<file path="src/bmf_pkg.sv">
// ----------------------------------------------------------------------------
// bmf_pkg: shared types and constants of the box mean filter
// Sizes, register indexes, controller states and divide reciprocals.
// ----------------------------------------------------------------------------
package bmf_pkg;

    localparam int MAX_COLS_DEF = 1024;
    localparam int MAX_HALF_DEF = 4;

    localparam int PIX_W       = 8;
    localparam int ROWS_LIMIT  = 4096;
    localparam int ROW_W       = 12;
    localparam int NR_W        = 13;
    localparam int HALF_W      = 3;
    localparam int COLS_CFG_W  = 11;
    localparam int CFG_W       = 13;
    localparam int IDX_W       = 2;
    localparam int RECIP_SHIFT = 24;
    localparam int RECIP_W     = 21;

    localparam logic [HALF_W-1:0]     HALF_RST = 3'd1;
    localparam logic [NR_W-1:0]       ROWS_RST = 13'd512;
    localparam logic [COLS_CFG_W-1:0] COLS_RST = 11'd512;

    typedef enum logic [IDX_W-1:0] {
        REG_HALF  = 2'd0,
        REG_ROWS  = 2'd1,
        REG_COLS  = 2'd2,
        REG_SPARE = 2'd3
    } reg_idx_t;

    typedef enum logic [2:0] {
        S_IDLE,
        S_CHECK,
        S_READ,
        S_FLUSH,
        S_SHIFT,
        S_MUL,
        S_OUT
    } state_t;

    typedef struct packed {
        logic clr;
        logic shift;
    } cell_ctl_t;

    // ceil(2^24 / area); exact floor for any window sum of 8-bit pixels
    function automatic logic [RECIP_W-1:0] recip(input logic [HALF_W-1:0] h);
        logic [RECIP_W-1:0] r;
        unique case (h)
            3'd1:    r = 21'd1864136;
            3'd2:    r = 21'd671089;
            3'd3:    r = 21'd342393;
            3'd4:    r = 21'd207127;
            default: r = '0;
        endcase
        return r;
    endfunction

endpackage

</file>
<file path="src/bmf_cell.sv">
// ----------------------------------------------------------------------------
// bmf_cell: one row accumulator of the window chain
// Sums the pixels of one window row, then hands its sum to the next cell.
// ----------------------------------------------------------------------------
module bmf_cell #(
    parameter int SUM_W = 12
) (
    input  logic                  clk,
    input  logic                  rst_n,
    input  bmf_pkg::cell_ctl_t    ctl,
    input  logic                  add_en,
    input  logic [7:0]            pix,
    input  logic [SUM_W-1:0]      sum_in,
    output logic [SUM_W-1:0]      sum_out
);
    import bmf_pkg::*;

    logic [SUM_W-1:0] sum_reg;
    logic [SUM_W-1:0] sum_next;

    always_comb
    begin
        sum_next = sum_reg;
        priority if (ctl.clr)
            sum_next = '0;
        else if (ctl.shift)
            sum_next = sum_in;
        else if (add_en)
            sum_next = sum_reg + SUM_W'(pix);
        else
            sum_next = sum_reg;
    end

    always_ff @(posedge clk or negedge rst_n)
    begin
        if (!rst_n)
            sum_reg <= '0;
        else
            sum_reg <= sum_next;
    end

    assign sum_out = sum_reg;

endmodule

</file>
<file path="config.mk">
export PLATFORM = sky130hd
export DESIGN_NAME = bmf_cell
export DESIGN_NICKNAME = d
export VERILOG_FILES = /design/src/bmf_pkg.sv /design/src/bmf_cell.sv
export SDC_FILE = /design/constraint.sdc
export NUM_CORES = 1
export LEC_CHECK = 0
export BUFFER_PORTS_ARGS = -buffer_cell sky130_fd_sc_hd__buf_4
export CORE_ASPECT_RATIO = 1.25
export CORE_MARGIN = 2
export CORE_UTILIZATION = 52
export CTS_CLUSTER_DIAMETER = 80
export DETAILED_ROUTE_END_ITERATION = 16
export PLACE_DENSITY = 0.83
export REMOVE_ABC_BUFFERS = 1
export SLEW_MARGIN = 30
export SYNTH_ARGS = -nofsm -noshare
export SYNTH_HDL_FRONTEND = slang
export SYNTH_SLANG_ARGS = --single-unit
</file>
<file path="constraint.sdc">
create_clock -name clk -period 4.65 [get_ports clk]
set_input_delay 0.93 -clock clk [delete_from_list [all_inputs] [get_ports clk]]
set_output_delay 0.93 -clock clk [all_outputs]
set_load 0.02 [all_outputs]
</file>
## Yosys cells after proc, flatten, opt, wreduce, memory -nomap -nowiden

Cells that the tools add are included.

| word-level totals | value |
|---|---|
| register bits after elaboration | 12 |
| input bits | 25 |
| output and inout bits | 12 |
| logic and storage cells | 6 |

| cells by class | value |
|---|---|
| add/subtract/negate cells | 1 |
| mux-type cells | 3 |
| reductions and logical operators | 1 |

Operators with widths:

| kind | number |
|---|---|
| $mux W12 | 3 |
| $add A12 B8 Y12 | 1 |
| $reduce_bool A3 Y1 | 1 |

## Longest topological paths before layout

| depth | value |
|---|---|
| depth in word-level cells | 4 |
| gate-level depth with buffers | 8 |
| gate-level depth less buffers | 8 |

## Worst setup path before layout

Ideal clock, no wire load.

| path | value |
|---|---|
| kind | input to register |
| start point | in pix[7] |
| end point | reg sum_reg[11], in the netlist sum_out[11] |
| setup time | 0.111 ns |
| arrival | 2.316 ns |
| data required time | 4.539 ns |
| slack | 2.223 ns |
| cell stages on the path | 6 |
| buffers on the path | 0 |
| cell sequence | ha_1 > a21o_1 > a31o_1 > a31o_4 > mux2i_1 > a2111oi_2 |

| between the ends | value |
|---|---|
| word-level cells in the longest chain between the ends | 4 |

RTL lines:

| item | RTL line | text |
|---|---|---|
| from (decl) | bmf_cell.sv:12 | `input logic [7:0] pix,` |
| $add A12 B8 Y12 | bmf_cell.sv:29 | `sum_next = sum_reg + SUM_W'(pix);` |
| $mux W12 | bmf_cell.sv:28 | `else if (add_en)` |
| $mux W12 | bmf_cell.sv:26 | `else if (ctl.shift)` |
| $mux W12 | bmf_cell.sv:24 | `priority if (ctl.clr)` |
| to (signal assigned) | bmf_cell.sv:39 | `sum_reg <= sum_next;` |
| to (decl) | bmf_cell.sv:18 | `logic [SUM_W-1:0] sum_reg;` |

Every way passes these cells. The select of a mux whose other input is x is not followed.
A chain may end at the register's enable or synchronous reset.

## Worst setup path after layout

| path | value |
|---|---|
| start point | in pix[0] |
| end point | reg sum_reg[4], in the netlist sum_out[4] |

The elaborated chain is that of the path after synthesis.

==> metrics <==
Synth top area share 29.9%; Initial Util 56.3%; ANT cells 0; Synth area leader dfrtp_1; synthesized netlist cell count 109; Post-Layout Cell Count 164; CTS buffer count 3; Wirelength per Cell 15.1 microns; Synth-to-Final Area Change 30.0%; core area 1790 sq um; final core utilization 73.2%; Clock power frac 25.5%; post-CTS sizing 0; global-route wire length before repair 4.17 mm; die area 2300 sq um; # clock sinks 12; worst vdd ir 0.189 mV; final hold vios 0; starting DRC count in detailed routing 4; LEAKAGE 0.635 nW; Worst Setup End Kind flop; total global routing track utilization 24.2%; Max Cap Violations 0; clock slew at reported path FFs 0.09 ns; GRT overflow 0; Syn Area/Cell 9.23 sq um; top cells by area, synth dfrtp_1, ha_1, a21oi_1; P_sw 0.114 mW; Tcrit/Tclk final 52.4%; postcts setup bufs 0; Clock Tree Buf Depth 2; Critical Path AT 2.61 ns; CP required 4.83 ns; worst skew pair latency 0.28 ns; Seq cells post-synth 12; Ports 37; worst-path fanout max 3; via count 986; hold buffers post-CTS 0; CTS tree built; Post-Syn Area 1010 sq um; # DRC 0; die height 53.2 microns; Clock Skews 0.00765 ns; Setup crit start kind input pin; Inst Count DP 160; IO buf count 36; relative slew slack 68.4%; pwr dens 258 nW/um^2; number of global-route vias before repair 987; fill count 159; Root Driver clkbuf_4; slew at the pin with the worst max-slew slack 0.474 ns; H-tree depth 1; Pins Over Slew Limit 0; via/cell ratio 6.01; Row Count 17; Int Power 0.223 mW; setup TNS 0 ns; initial antenna violation count 0; Peak Freq 410 MHz; switching part of the total 33.9%; total iterations of the first detailed-routing run 2; die width 43.3 microns; Warnings, synthesis 0; Setup Crit Path Kind in -> reg; pin count of the biggest net entering global routing 17; Comb pwr share 38.7%; share of post-route cells with drive strength above 1 32.4%; sequential area share after synthesis 29.9%; status finished clean; Reg power frac 35.7%; RSZ-0062 raised after global routing false; Unique masters post-synth 41; HP Class in -> async; Routed Antenna Nets 0; placed wire-length estimate 1.92 mm; max reg flops 12; final wirelength 2.47 mm; Final nets 180; Final Setup Violations 0; routability cong. 0.828; post-layout min period 2.44 ns
[critical path, stage by stage]
cell,delay [ns]
buf_4,0.08
ha_1,0.19
inv_1,0.07
fa_1,0.39
nand2b_1,0.18
a21boi_1,0.22
o21ai_0,0.14
and3b_1,0.19
o221a_1,0.21
[synthesized netlist by cell type]
library cell,count
a211oi_1,3
clkbuf_1,1
buf_2,1
mux2i_1,5
a211oi_2,1
dfrtp_1,12
and2_2,1
o21ai_2,1
a31o_4,1
a31o_1,2
o211ai_2,1
nand2_1,1
o2111ai_1,1
ha_1,8
o31ai_1,1
nand2b_1,2
nor2b_1,1
a21boi_1,1
mux2_2,1
nand3_1,1
o21ai_0,5
nor2_1,13
and3_1,1
a21o_1,3
o211ai_1,2
a21oi_1,11
dlygate4sd1_1,1
and3b_1,1
xor2_1,2
o221a_1,1
fa_1,1
xnor2_1,4
nor3_1,2
a2111oi_2,1
o22ai_1,1
and4_1,1
a22oi_1,2
inv_1,8
a311oi_1,1
nand4_1,1
buf_6,1
[through the flow]
step	hold WS, ns	cell area (sq um)	power [mW]	setup WS, ns
after floorplan	0.634	977	0.201	2.22
after global placement	0.593	1270	0.248	2.05
after detailed placement	0.602	1270	0.253	1.96
after CTS	0.486	1310	0.339	2.26
after global routing	0.494	1310	0.355	2.12
final	0.473	1310	0.337	2.21
[worst paths after layout]
kind | endpoint | from | cells past startpoint | slack (ns)
max | sum_out[4] | pix[0] | 9 | 2.21
max in group asynchronous | sum_out[1] | rst_n | 1 | 4.01
min | sum_out[7] | rst_n | 1 | 0.47
min reg2reg | sum_out[6] | sum_out[6] | 2 | 0.62
max reg2reg | sum_out[4] | sum_out[0] | 8 | 2.55
min in group clk | sum_out[6] | sum_out[6] | 2 | 0.62
[metal layers]
metal,global-route usage [%],share of wire [%],vias up
met1,27.6,41,481
met4,8.08,1.1,0
met5,0,0,-
met3,2.73,3.2,4
met2,45.8,55,23
li1,-,-,478
[power by group through the flow]
stage	Clock (mW)	Sequential, mW	Combinational, mW
3_3_place_gp	0	0.122	0.126
5_1_grt	0.0892	0.122	0.144
6_report	0.0859	0.120	0.131
3_5_place_dp	0	0.122	0.130
4_1_cts	0.0874	0.120	0.131
2_1_floorplan	0	0.132	0.0698
[cells by family (layout without fill, tap and decap cells)]
family / Yosys count / in the layout / synth area share, %
compound gates: 39 / 39 / 28.7
simple gates: 25 / 25 / 12.3
flops: 12 / 12 / 29.9
buf+inv: 12 / 48 / 5.85
fa+ha+maj: 9 / 9 / 11.9
xor+xnor: 6 / 6 / 5.22
mux: 6 / 6 / 6.09
[layout by cell type, fill, tap and decap left out, types with 3 or more instances in the layout]
| cell | netlist | routed |
|---|---|---|
| buf_4 | 0 | 36 |
| nor2_1 | 13 | 13 |
| dfrtp_1 | 12 | 12 |
| a21oi_1 | 11 | 11 |
| inv_1 | 8 | 8 |
| ha_1 | 8 | 8 |
| o21ai_0 | 5 | 5 |
| mux2i_1 | 5 | 5 |
| xnor2_1 | 4 | 4 |
| a21o_1 | 3 | 3 |
| a211oi_1 | 3 | 3 |
| clkbuf_4 | 0 | 3 |
[layout make-up]
class,count,area (sq um),area share (%)
inverters,8,30.0,2.30
clock buffers,4,36.3,2.78
repair buffers,36,270,20.7
multi-input cells,85,647,49.5
well taps,19,23.8,1.82
flip-flops and latches,12,300,23.0
Note: power is estimated with default switching activity, not from simulation.
